## src/sv/cmf_pkg.sv

```systemverilog
// ----------------------------------------------------------------------------
// Chunked message framer package
// Shared types, register map and marker text for the framer.
// ----------------------------------------------------------------------------
`default_nettype none

package cmf_pkg;

	// Depth of the queue between the front and the back.
	localparam int CMF_QUEUE_DEPTH = 2;

	// Register map: register index is paddr[3:2].
	localparam int CMF_ADDR_W = 4;
	localparam logic [1:0] REG_SINGLE_MAX = 2'd0;
	localparam logic [1:0] REG_FIRST_MAX  = 2'd1;
	localparam logic [1:0] REG_MIDDLE_MAX = 2'd2;
	localparam logic [1:0] REG_LAST_MAX   = 2'd3;

	// Register reset values.
	localparam logic [7:0] SINGLE_MAX_RST = 8'd54;
	localparam logic [7:0] FIRST_MAX_RST  = 8'd58;
	localparam logic [7:0] MIDDLE_MAX_RST = 8'd62;
	localparam logic [7:0] LAST_MAX_RST   = 8'd58;

	// One input item.
	typedef struct packed {
		logic [7:0] data_byte;
		logic [7:0] message_length;
	} in_item_t;

	// One result item.
	typedef struct packed {
		logic [7:0] out_byte;
		logic       run_last;
	} out_item_t;

	// Configuration registers as seen by the front.
	typedef struct packed {
		logic [7:0] single_max;
		logic [7:0] first_max;
		logic [7:0] middle_max;
		logic [7:0] last_max;
	} cfg_t;

	// Marker text that may stand before or after a data byte.
	typedef enum logic [1:0] {
		MK_NONE,
		MK_BEG,
		MK_END,
		MK_TILDE
	} marker_t;

	// Classified item handed from the front to the back.
	typedef struct packed {
		logic [7:0] data_byte;
		marker_t    prefix;
		marker_t    suffix;
	} chunk_desc_t;

	// Number of bytes in a marker.
	function automatic logic [3:0] marker_len(input marker_t mk);
		logic [3:0] len;
		unique case (mk)
			MK_NONE:  len = 4'd0;
			MK_BEG:   len = 4'd5;
			MK_END:   len = 4'd7;
			MK_TILDE: len = 4'd1;
			default:  len = 4'd0;
		endcase
		return len;
	endfunction

	// Byte at a given offset of a marker: "<BEG>", "<END>\r\n" or "~".
	function automatic logic [7:0] marker_byte(input marker_t mk, input logic [3:0] idx);
		logic [7:0] b;
		b = 8'h00;
		unique case (mk)
			MK_BEG: begin
				unique case (idx)
					4'd0:    b = 8'h3C;
					4'd1:    b = 8'h42;
					4'd2:    b = 8'h45;
					4'd3:    b = 8'h47;
					default: b = 8'h3E;
				endcase
			end
			MK_END: begin
				unique case (idx)
					4'd0:    b = 8'h3C;
					4'd1:    b = 8'h45;
					4'd2:    b = 8'h4E;
					4'd3:    b = 8'h44;
					4'd4:    b = 8'h3E;
					4'd5:    b = 8'h0D;
					default: b = 8'h0A;
				endcase
			end
			MK_TILDE: b = 8'h7E;
			default:  b = 8'h00;
		endcase
		return b;
	endfunction

	// Smaller of the remaining count and a limit, a zero limit counting as one.
	function automatic logic [7:0] min_nz(input logic [7:0] rem, input logic [7:0] limit);
		logic [7:0] lim;
		lim = (limit == 8'd0) ? 8'd1 : limit;
		return (rem < lim) ? rem : lim;
	endfunction

endpackage

`default_nettype wire

```

## src/sv/cmf_front.sv

```systemverilog
// ----------------------------------------------------------------------------
// Chunked message framer front
// Accepts input items, tracks message and chunk position, and decides which
// markers go before and after each data byte.
// ----------------------------------------------------------------------------
`default_nettype none

module cmf_front (
	input  wire                  clk,
	input  wire                  arst_n,
	input  wire                  push,
	input  cmf_pkg::in_item_t    item,
	input  cmf_pkg::cfg_t        cfg,
	output cmf_pkg::chunk_desc_t desc
);
	import cmf_pkg::*;

	typedef enum logic [1:0] {
		KIND_FIRST,
		KIND_MIDDLE,
		KIND_FINAL
	} kind_t;

	logic [7:0] pos_q, len_q, left_q;
	logic       single_q;
	kind_t      kind_q;

	logic       first_c;
	logic [7:0] len_c, left_c, rem_c, pos_n, left_n;
	logic       single_c, done_c;
	kind_t      kind_c, kind_n;
	marker_t    prefix_c, suffix_c;

	// Classification of the item against the current state.
	always_comb begin
		first_c  = (pos_q == 8'd0);
		len_c    = first_c ? ((item.message_length == 8'd0) ? 8'd1 : item.message_length)
		                   : len_q;
		single_c = first_c ? (len_c <= cfg.single_max) : single_q;
		kind_c   = first_c ? KIND_FIRST : kind_q;
		left_c   = first_c ? 8'd0 : left_q;
		rem_c    = len_c - pos_q;
		prefix_c = MK_NONE;
		suffix_c = MK_NONE;

		// Opening marker of a packet or a chunk.
		if (first_c && single_c) begin
			prefix_c = MK_BEG;
		end else if (!single_c && left_c == 8'd0) begin
			priority if (kind_c == KIND_FIRST) begin
				prefix_c = MK_BEG;
				left_c   = min_nz(rem_c, cfg.first_max);
			end else if (rem_c <= cfg.last_max) begin
				prefix_c = MK_TILDE;
				kind_c   = KIND_FINAL;
				left_c   = rem_c;
			end else begin
				prefix_c = MK_TILDE;
				kind_c   = KIND_MIDDLE;
				left_c   = min_nz(rem_c, cfg.middle_max);
			end
		end

		pos_n  = pos_q + 8'd1;
		done_c = (pos_n >= len_c);
		left_n = left_c;
		kind_n = kind_c;

		// Closing marker.
		if (single_c) begin
			if (done_c) begin
				suffix_c = MK_END;
			end
		end else begin
			left_n = left_c - 8'd1;
			if (left_n == 8'd0) begin
				if (kind_c == KIND_FINAL) begin
					suffix_c = MK_END;
				end else begin
					suffix_c = MK_TILDE;
					kind_n   = KIND_MIDDLE;
				end
			end
		end

		// End of the message returns to the start of a new one.
		if (done_c) begin
			pos_n  = 8'd0;
			left_n = 8'd0;
			kind_n = KIND_FIRST;
		end

		desc.data_byte = item.data_byte;
		desc.prefix    = prefix_c;
		desc.suffix    = suffix_c;
	end

	// Message and chunk state, advanced on every accepted item.
	always_ff @(posedge clk or negedge arst_n) begin
		if (!arst_n) begin
			pos_q    <= 8'd0;
			len_q    <= 8'd0;
			left_q   <= 8'd0;
			single_q <= 1'b0;
			kind_q   <= KIND_FIRST;
		end else if (push) begin
			pos_q    <= pos_n;
			len_q    <= len_c;
			left_q   <= left_n;
			single_q <= single_c;
			kind_q   <= kind_n;
		end
	end

endmodule

`default_nettype wire

```

## src/sv/cmf_queue.sv

```systemverilog
// ----------------------------------------------------------------------------
// Chunked message framer queue
// Small first-in first-out queue of classified items between front and back.
// ----------------------------------------------------------------------------
`default_nettype none

module cmf_queue #(
	parameter int DEPTH = cmf_pkg::CMF_QUEUE_DEPTH
) (
	input  wire                  clk,
	input  wire                  arst_n,
	input  wire                  push,
	input  cmf_pkg::chunk_desc_t push_desc,
	output logic                 full,
	input  wire                  pop,
	output logic                 head_valid,
	output cmf_pkg::chunk_desc_t head_desc
);
	import cmf_pkg::*;

	localparam int PTR_W = (DEPTH > 1) ? $clog2(DEPTH) : 1;
	localparam int CNT_W = $clog2(DEPTH + 1);
	localparam logic [PTR_W-1:0] PTR_LAST = PTR_W'(DEPTH - 1);
	localparam logic [CNT_W-1:0] CNT_FULL = CNT_W'(DEPTH);

	chunk_desc_t      entries_q [DEPTH];
	logic [PTR_W-1:0] wr_ptr_q, rd_ptr_q;
	logic [CNT_W-1:0] count_q;

	assign full       = (count_q == CNT_FULL);
	assign head_valid = (count_q != '0);
	assign head_desc  = entries_q[rd_ptr_q];

	// Entry storage.
	always_ff @(posedge clk) begin
		if (push) begin
			entries_q[wr_ptr_q] <= push_desc;
		end
	end

	// Pointers and fill count.
	always_ff @(posedge clk or negedge arst_n) begin
		if (!arst_n) begin
			wr_ptr_q <= '0;
			rd_ptr_q <= '0;
			count_q  <= '0;
		end else begin
			if (push) begin
				wr_ptr_q <= (wr_ptr_q == PTR_LAST) ? '0 : wr_ptr_q + 1'b1;
			end
			if (pop) begin
				rd_ptr_q <= (rd_ptr_q == PTR_LAST) ? '0 : rd_ptr_q + 1'b1;
			end
			if (push && !pop) begin
				count_q <= count_q + 1'b1;
			end else if (pop && !push) begin
				count_q <= count_q - 1'b1;
			end
		end
	end

endmodule

`default_nettype wire

```

## src/sv/cmf_back.sv

```systemverilog
// ----------------------------------------------------------------------------
// Chunked message framer back
// Expands each classified item into its byte sequence, one byte a cycle while
// the output is not stalled, into a registered output stage.
// ----------------------------------------------------------------------------
`default_nettype none

module cmf_back (
	input  wire                  clk,
	input  wire                  arst_n,
	input  wire                  head_valid,
	input  cmf_pkg::chunk_desc_t head_desc,
	output logic                 pop,
	output logic                 out_valid,
	input  wire                  out_stall,
	output cmf_pkg::out_item_t   out_item
);
	import cmf_pkg::*;

	logic [3:0] idx_q;
	logic [3:0] plen_c, last_c, sidx_c;
	logic [7:0] byte_c;
	logic       is_last_c, load_c;
	out_item_t  out_q;
	logic       out_valid_q;

	// Byte selection within the current item.
	always_comb begin
		plen_c    = marker_len(head_desc.prefix);
		last_c    = plen_c + marker_len(head_desc.suffix);
		sidx_c    = idx_q - plen_c - 4'd1;
		is_last_c = (idx_q == last_c);
		priority if (idx_q < plen_c) begin
			byte_c = marker_byte(head_desc.prefix, idx_q);
		end else if (idx_q == plen_c) begin
			byte_c = head_desc.data_byte;
		end else begin
			byte_c = marker_byte(head_desc.suffix, sidx_c);
		end
	end

	assign load_c    = head_valid && (!out_valid_q || !out_stall);
	assign pop       = load_c && is_last_c;
	assign out_valid = out_valid_q;
	assign out_item  = out_q;

	// Output register payload.
	always_ff @(posedge clk) begin
		if (load_c) begin
			out_q.out_byte <= byte_c;
			out_q.run_last <= is_last_c;
		end
	end

	// Byte counter and output valid.
	always_ff @(posedge clk or negedge arst_n) begin
		if (!arst_n) begin
			idx_q       <= 4'd0;
			out_valid_q <= 1'b0;
		end else begin
			if (load_c) begin
				idx_q       <= is_last_c ? 4'd0 : idx_q + 4'd1;
				out_valid_q <= 1'b1;
			end else if (!out_stall) begin
				out_valid_q <= 1'b0;
			end
		end
	end

endmodule

`default_nettype wire

```

## src/sv/chunked_message_framer_top.sv

```systemverilog
// ----------------------------------------------------------------------------
// Chunked message framer top level
// Frames message bytes into packets or chunks with text markers.
// ----------------------------------------------------------------------------
// Each input item yields 1 to 13 result items, one per clock cycle while
// out_stall is low: one for a plain data byte, two with a single tilde, up
// to thirteen for a byte that opens and closes a packet. The byte expander
// in the back produces these bytes; the front classifies an item
// combinationally and a small queue lets it accept the next items while
// the back is still emitting. Registers are at byte addresses 0, 4, 8 and
// 12 and should be written only while the block is idle.
`default_nettype none

module chunked_message_framer_top #(
	parameter int QUEUE_DEPTH = cmf_pkg::CMF_QUEUE_DEPTH
) (
	input  wire                                clk,
	input  wire                                arst_n,
	input  wire                                in_valid,
	output logic                               in_stall,
	input  cmf_pkg::in_item_t                  in_item,
	output logic                               out_valid,
	input  wire                                out_stall,
	output cmf_pkg::out_item_t                 out_item,
	input  wire                                psel,
	input  wire                                penable,
	input  wire                                pwrite,
	input  wire  [cmf_pkg::CMF_ADDR_W-1:0]     paddr,
	input  wire  [31:0]                        pwdata,
	output logic [31:0]                        prdata,
	output logic                               pready
);
	import cmf_pkg::*;

	cfg_t        cfg_q;
	logic        wr_en;
	logic        push, full, pop, head_valid;
	chunk_desc_t push_desc, head_desc;

	assign pready   = 1'b1;
	assign wr_en    = psel && penable && pwrite;
	assign in_stall = full;
	assign push     = in_valid && !full;

	// Configuration registers.
	always_ff @(posedge clk or negedge arst_n) begin
		if (!arst_n) begin
			cfg_q.single_max <= SINGLE_MAX_RST;
			cfg_q.first_max  <= FIRST_MAX_RST;
			cfg_q.middle_max <= MIDDLE_MAX_RST;
			cfg_q.last_max   <= LAST_MAX_RST;
		end else if (wr_en) begin
			unique case (paddr[3:2])
				REG_SINGLE_MAX: cfg_q.single_max <= pwdata[7:0];
				REG_FIRST_MAX:  cfg_q.first_max  <= pwdata[7:0];
				REG_MIDDLE_MAX: cfg_q.middle_max <= pwdata[7:0];
				REG_LAST_MAX:   cfg_q.last_max   <= pwdata[7:0];
			endcase
		end
	end

	// Register read back.
	always_comb begin
		unique case (paddr[3:2])
			REG_SINGLE_MAX: prdata = {24'd0, cfg_q.single_max};
			REG_FIRST_MAX:  prdata = {24'd0, cfg_q.first_max};
			REG_MIDDLE_MAX: prdata = {24'd0, cfg_q.middle_max};
			REG_LAST_MAX:   prdata = {24'd0, cfg_q.last_max};
		endcase
	end

	cmf_front u_front (
		.clk    (clk),
		.arst_n (arst_n),
		.push   (push),
		.item   (in_item),
		.cfg    (cfg_q),
		.desc   (push_desc)
	);

	cmf_queue #(
		.DEPTH (QUEUE_DEPTH)
	) u_queue (
		.clk        (clk),
		.arst_n     (arst_n),
		.push       (push),
		.push_desc  (push_desc),
		.full       (full),
		.pop        (pop),
		.head_valid (head_valid),
		.head_desc  (head_desc)
	);

	cmf_back u_back (
		.clk        (clk),
		.arst_n     (arst_n),
		.head_valid (head_valid),
		.head_desc  (head_desc),
		.pop        (pop),
		.out_valid  (out_valid),
		.out_stall  (out_stall),
		.out_item   (out_item)
	);

endmodule

`default_nettype wire

```

## config.mk

```make
export PLATFORM = sky130hd
export DESIGN_NAME = chunked_message_framer_top
export DESIGN_NICKNAME = d
export VERILOG_FILES = /design/src/sv/cmf_pkg.sv /design/src/sv/cmf_front.sv /design/src/sv/cmf_queue.sv /design/src/sv/cmf_back.sv /design/src/sv/chunked_message_framer_top.sv
export SDC_FILE = /design/constraint.sdc
export NUM_CORES = 1
export LEC_CHECK = 0
export ABC_AREA = 1
export BUFFER_PORTS_ARGS = -buffer_cell sky130_fd_sc_hd__buf_2
export CORE_ASPECT_RATIO = 1.1
export CORE_MARGIN = 4
export CORE_UTILIZATION = 46
export DETAILED_ROUTE_END_ITERATION = 10
export GPL_TIMING_DRIVEN = 0
export PLACE_DENSITY = 0.66
export SYNTH_ARGS = -nofsm -noshare
export SYNTH_HDL_FRONTEND = slang
export SYNTH_SLANG_ARGS = --single-unit
```

## constraint.sdc

```tcl
create_clock -name clk -period 6.1 [get_ports clk]
set_input_delay 0.305 -clock clk [delete_from_list [all_inputs] [get_ports clk]]
set_output_delay 0.305 -clock clk [all_outputs]
set_load 0.005 [all_outputs]
```

# Word-level counts from Yosys, hierarchy flattened
# Memories as Yosys holds them, arrays and structs flattened.
# Cells that the tools add are included.
classes:
  n_lt_le_gt_ge: 6
  multipliers: 0
  div: 0
  n_eq_ne: 24
  muxes: 51
  shifts: 0
  bitwise_logic: 0
  n_reduce_logical: 34
  n_addsub: 11
ops:
  columns: ["cell", "count"]
  rows:
  - ["2-to-1 mux 8 bit", 16]
  - ["case mux 32 bit (4 select lines)", 1]
  - ["case mux 7 bit (6 select lines)", 2]
  - ["case mux 7 bit (4 select lines)", 2]
  - ["logical NOT 8 bit", 6]
  - ["case mux 8 bit (3 select lines)", 2]
  - ["2-to-1 mux 2 bit", 17]
  - ["case mux 4 bit (4 select lines)", 2]
  - ["== test 2 bit, second input constant", 8]
  - ["== test 4 x 2 -> 1 bit, second input constant", 4]
  - ["== test 4 x 3 -> 1 bit, second input constant", 4]
  - ["less-or-equal comparator 8 bit", 2]
  - ["less-than comparator 8 bit", 2]
  - ["logical AND 1 bit", 9]
  - ["adder 8 x 1 -> 8 bit, second input constant", 1]
  - ["== test 4 x 1 -> 1 bit, second input constant", 2]
  - ["== test 4 bit", 2]
  - ["greater-or-equal comparator 8 bit", 1]
  - ["logical NOT 2 bit", 4]
  - ["logical NOT 4 bit", 2]
  - ["2-to-1 mux 1 bit", 8]
  - ["AND reduction 2 bit", 4]
  - ["subtractor 8 x 1 -> 8 bit, second input constant", 1]
  - ["subtractor 8 bit", 1]
  - ["other kinds (14)", 23]
totals:
  regBits: 77
  inputBits: 59
  mem_count: 1
  output_inout_bits: 44
  ramBits: 24
  rom_bits: 0
  latchBits: 0
memory_table:
  columns: ["name", "words", "word_bits", "read_ports", "rd_ports_with_merged_regs", "write_ports", "line_no", "text"]
  rows:
  - ["u_queue.entries_q", 2, 12, 1, 0, 1, "cmf_queue.sv:26", "chunk_desc_t entries_q [DEPTH];"]

# Longest topological paths before layout
logic_depth:
  word_depth: 15
  depth_mapped: 42
  depth_no_buf: 42

# Cells and area by module
# From an unflattened synthesis, not the netlist that was laid out.
hier_totals:
  cells_unflattened: 1046
  hier_area_um2: 8042.7
modules_own_cells:
  columns: ["mod", "area_per_inst_um2", "n_inst", "cells_each"]
  rows:
  - ["cmf_front", 3673.5, 1, 553]
  - ["chunked_message_framer_top", 1796.7, 1, 223]
  - ["cmf_back", 1465.2, 1, 208]
  - ["cmf_queue", 1107.3, 1, 62]

# Worst setup path before layout
# Ideal clock, no wire load.
synth_path:
  path_kind: "register to register"
  startpoint: "register u_front.pos_q[0]"
  endpoint: "memory u_queue.entries_q[0][0] (netlist name) (data pin)"
  period_less_slack_ns: 4.873
  setup_slack_ns: 1.227
  path_stages_with_launch: 37
  t_arrival_ns: 4.615
  path_buffers: 2
  path_cell_list: "dfrtp_1 > inv_1 > ha_1 > nand2_1 > nor3_2 > nand2_2 > buf_6 > clkbuf_1 > o21ai_0 > ha_1 > nand3_1 > nand2_1 > nand2_1 > a21oi_1 > nor2_1 > xor2_1 > inv_1 > ha_1 > a21o_1 > nand2_1 > nand2_1 > nand2_1 > nand3_2 > nand3_4 > nand2_1 > nand3_1 > nand2_1 > nand2_2 > inv_1 > ha_1 > nand3b_1 > nand3_1 > nor2_1 > nand2_1 > nor2_1 > nand3_1 > nand2_1"
synth_rtl:
  columns: ["element", "line_no", "text"]
  rows:
  - ["start: declaration", "cmf_front.sv:24", "logic [7:0] pos_q, len_q, left_q;"]
  - ["start signal: assignment", "cmf_front.sv:107", "pos_q <= pos_n;"]
  - ["end: declaration", "cmf_queue.sv:26", null]

# Worst setup path in the final report
layout_path:
  startpoint: "register u_front.pos_q[0]"
  endpoint: "register u_front.kind_q[0]"
layout_between:
  elab_chain_cells: 14
layout_rtl:
  columns: ["element", "line_no", "text"]
  rows:
  - ["logical NOT 8 bit (*)", "cmf_front.sv:36", "first_c = (pos_q == 8'd0);"]
  - ["2-to-1 mux 8 bit (*)", "cmf_front.sv:37", "len_c = first_c ? ((item.message_length == 8'd0) ? 8'd1 : item.message_length)"]
  - ["named net u_front.len_c[4]", "cmf_front.sv:29", "logic [7:0] len_c, left_c, rem_c, pos_n, left_n;"]
  - ["subtractor 8 bit", "cmf_front.sv:42", "rem_c = len_c - pos_q;"]
  - ["less-than comparator 8 bit", "cmf_pkg.sv:108", "return (rem < lim) ? rem : lim;"]
  - ["2-to-1 mux 8 bit", "cmf_pkg.sv:108", null]
  - ["2-to-1 mux 8 bit", "cmf_front.sv:53", "end else if (rem_c <= cfg.last_max) begin"]
  - ["2-to-1 mux 8 bit", "cmf_front.sv:50", "priority if (kind_c == KIND_FIRST) begin"]
  - ["2-to-1 mux 8 bit", "cmf_front.sv:49", "end else if (!single_c && left_c == 8'd0) begin"]
  - ["2-to-1 mux 8 bit", "cmf_front.sv:47", "if (first_c && single_c) begin"]
  - ["subtractor 8 x 1 -> 8 bit", "cmf_front.sv:75", "left_n = left_c - 8'd1;"]
  - ["logical NOT 8 bit", "cmf_front.sv:76", "if (left_n == 8'd0) begin"]
  - ["2-to-1 mux 2 bit", "cmf_front.sv:76", null]
  - ["2-to-1 mux 2 bit", "cmf_front.sv:70", "if (single_c) begin"]
  - ["2-to-1 mux 2 bit (*)", "cmf_front.sv:87", "if (done_c) begin"]
  - ["end signal: assignment", "cmf_front.sv:111", "kind_q <= kind_n;"]
  - ["end: declaration", "cmf_front.sv:26", "kind_t kind_q;"]
# The timed path passes the listed nets; every way through them passes the cells marked *.
# A chain may end at the register's enable or synchronous reset.

==> summary.txt <==
Run status
  • Status: finished, final reports clean

Timing
  • Slew @ Worst Pin: 1.12 ns
  • Final Setup Violations: 0
  • Worst clock skew: 0.00818 ns
  • Total Neg Setup Slack: 0 ns
  • Max Slew Vio Count: 0
  • Final hold viol count: 0
  • RSZ-0062 raised after global routing: false
  • Min Tclk post-route: around 5.6 ns
  • Fmax: 0.179 GHz
  • Relative slew slack: 25.2%
  • Final period utilization: 91.5%

Clock network
  • CTS H-tree lvls: 3
  • Clock buffer depth: 2
  • Later-pin clock latency in the skew report: 0.36 ns
  • CTS tree: built
  • Clock root buffer: clkbuf_16
  • CTS Buf Count: 9
  • TritonCTS Sinks: about 100
  • Clock-pin slew on the worst setup and hold paths: about 0.08 ns

Synth
  • Post-synth EDFFs: 33
  • Synth top area cells: dfrtp_1, edfxtp_1, nand2_1
  • Register bit total from synthesis: roughly 100
  • Post-synthesis cell count: 971
  • Synth top area share: 17.0%
  • Mapped cell area: 7490 um2
  • Syn_area_per_cell: around 7.7 um2
  • Seq/Total Area, Yosys: 36.2%
  • Synth Flop Type: dfrtp_1
  • Synth area leader: dfrtp_1
  • Post-synth ARST share: between 60 and 70%
  • Post-synthesis cell type count: 55
  • YS warnings: 0

Global routing
  • Total GRT Usage: 20.6%
  • Number of global-route vias before repair: 6171
  • Initial antenna violation count: 0
  • GRT overflow: 0
  • First-pass GRT wire length: 30.1 mm
  • Largest net degree at the start of global routing: 42

Setup path
  • R2r setup slk: ~0.52 ns
  • CP peak stage delay: approximately 0.44 ns
  • Crit path max fanout: 10
  • Reg-to-reg endpoint: u_front.kind_q[0]
  • Critical Path AT: 5.89 ns
  • WS Path Type: register to register
  • WP data required: 6.40 ns
  • Cell family with most CP delay: simple AND/OR/NAND/NOR gates
  • Crit path top cell by count: nand2_1
  • Max stage delay cell, worst path: dfrtp_1
  • Worst r2r src: u_front.pos_q[0]
  • Worst Setup End Kind: register
  • Buf/Inv on CP: 6
  • Setup crit start kind: register
  • Critical Path Start: u_front.pos_q[0]
  • R2R cell count: 37

Final layout
  • Antenna diodes: 0
  • Final std cells w/o fill: 1265
  • Fillers: 1564
  • Layout cells sized above 1: 17.1%
  • Seq. cell area: about 2700 um2
  • Synth-to-Final Area Change: 12.7%
  • Post-layout nets: 1190
  • Area of the multi-input gates: ~4000 um2

Drt
  • 1st-iter DRT viols: 304
  • ANT nets after route: 0
  • Vias/cell: ~5.0
  • Drt wl/cell: 14.3 um
  • Residual DRC count: 0
  • Via count: 6364
  • Drt first pass iters: 5
  • WL final: between 15 and 20 mm

Min path
  • Hold Crit Endpoint: u_queue.entries_q[1][9]
  • Hold_sp: in_item[13]
  • Hold Crit Depth: 1
  • Hold WC Path Type: input pin to register

Place
  • Placed cell count: 1246
  • Port Buf Inserts: approximately 50
  • Dpl hpwl: 14.5 mm
  • RePlAce Congestion: ~0.91

Die
  • Core area: about 16000 um2
  • Die Span Y: 142 um
  • Initial Utilization: 47.3%
  • Die area: about 18000 um2
  • # rows: 48
  • Io pins: 103
  • Die X: 130 um

Run
  • Max-cap viol count: 0
## worst register-to-register path: cells and delay by family (launching register included)
kind                     cells  cell delay (ns)
AO/OA/AOI/OAI                4             0.59
adder cells (fa/ha/maj)      4             1.13
buffers and inverters        6             0.85
flip-flops                   1             0.44
XOR/XNOR                     1             0.25
AND/OR/NAND/NOR             22             2.26
## per-layer routing
layer  wire length (um)  up-vias  global-route usage (%)
li1                   -     3305                       -
met1               7760     2873                    25.1
met2               8960      138                    36.1
met4                636        0                    8.37
met5                  0        -                       0
met3                764       48                    3.13
## worst max-delay path by stage
stage / endpoint / slack [ns] / cells after the start
2_1_floorplan: u_queue.entries_q[0][0] / 1.23 / 36
3_3_place_gp: u_front.kind_q[0] / 0.16 / 38
3_5_place_dp: u_front.kind_q[0] / 0.07 / 38
4_1_cts: u_front.kind_q[0] / 0.03 / 38
5_1_grt: u_front.kind_q[0] / 0.02 / 39
6_report: u_front.kind_q[0] / 0.52 / 37
## state kept, by name, indices dropped and copies added, names as in the netlist
signal and count:
u_front.kind_q 2, u_back.idx_q 4, u_back.out_valid 1, u_front.left_q 8
u_queue.count_q 2, u_back.out_item 9, u_front.len_q 8, u_front.single_q 1
u_queue.wr_ptr_q 1, u_front.pos_q 8, u_queue.entries_q 24, u_queue.rd_ptr_q 1
cfg_q 32
## kinds of logic after synthesis
logic type / Yosys count / share of synthesized area [%]
adder cells (fa/ha/maj): 71 / 12.2
buffers and inverters: 194 / 11.2
AO/OA/AOI/OAI: 166 / 12.8
XOR/XNOR: 21 / 2.45
flip-flops: 101 / 36.2
multiplexers: 4 / 0.534
AND/OR/NAND/NOR: 412 / 24.6
other: 2 / 0.100
## synth_stat cells, types with 5 or more instances
cell type	count
nor2_1	56
ha_1	68
o21ai_0	83
edfxtp_1	33
or2_2	9
a21oi_1	32
buf_4	25
o211ai_1	9
xor2_1	19
inv_1	137
nand2_1	249
dfstp_2	17
o22ai_1	11
nand2_2	11
inv_2	17
nand3_1	43
o2111ai_1	8
clkbuf_1	9
nand4_1	14
dfrtp_1	51
nand3_2	5
## repair_timing
item                                   4_1_cts  5_1_grt
setup endpoints to repair                    0       10
endpoints found under the hold margin       25        0
hold buffers                                 1        0
gates resized for setup                      0       11
buffers inserted                             0        2
## metrics by stage
stage	hold slack [ns]	area (um2)	setup WS (ns)	util [%]
floorplan	0.00941	7580	1.23	-
global placement	0.465	8090	0.155	51.0
detailed placement	0.272	8120	0.0724	51.2
CTS	0.118	8420	0.0310	53.1
global route	0.121	8450	0.0167	53.3
finish	0.132	8450	0.516	53.3
## area by class of cell
class                      count  area share, %
clock inverter                 7          0.785
buffer                        38           3.01
tap                          200           2.96
clock buffer                   9           2.67
sequential                   101           32.1
timing repair buffer          55           3.67
multi-input combinational    699           47.9
inverter                     156           6.93
## cell usage in the layout (no fill, tap or decap), types with 9 or more instances in the layout
cell,count
conb_1,25
nand2_2,11
xor2_1,19
ha_1,67
nor2_1,56
o22ai_1,11
nand2_1,249
buf_4,28
inv_2,19
dfrtp_1,51
dfstp_2,17
buf_2,51
or2_2,9
clkbuf_16,9
o21ai_0,80
o211ai_1,9
nand4_1,14
a21oi_1,31
inv_1,135
nand3_1,43
edfxtp_1,33
Power is not shown: default switching activity piles up to over one toggle a cycle in this logic, so the estimate is an artifact.
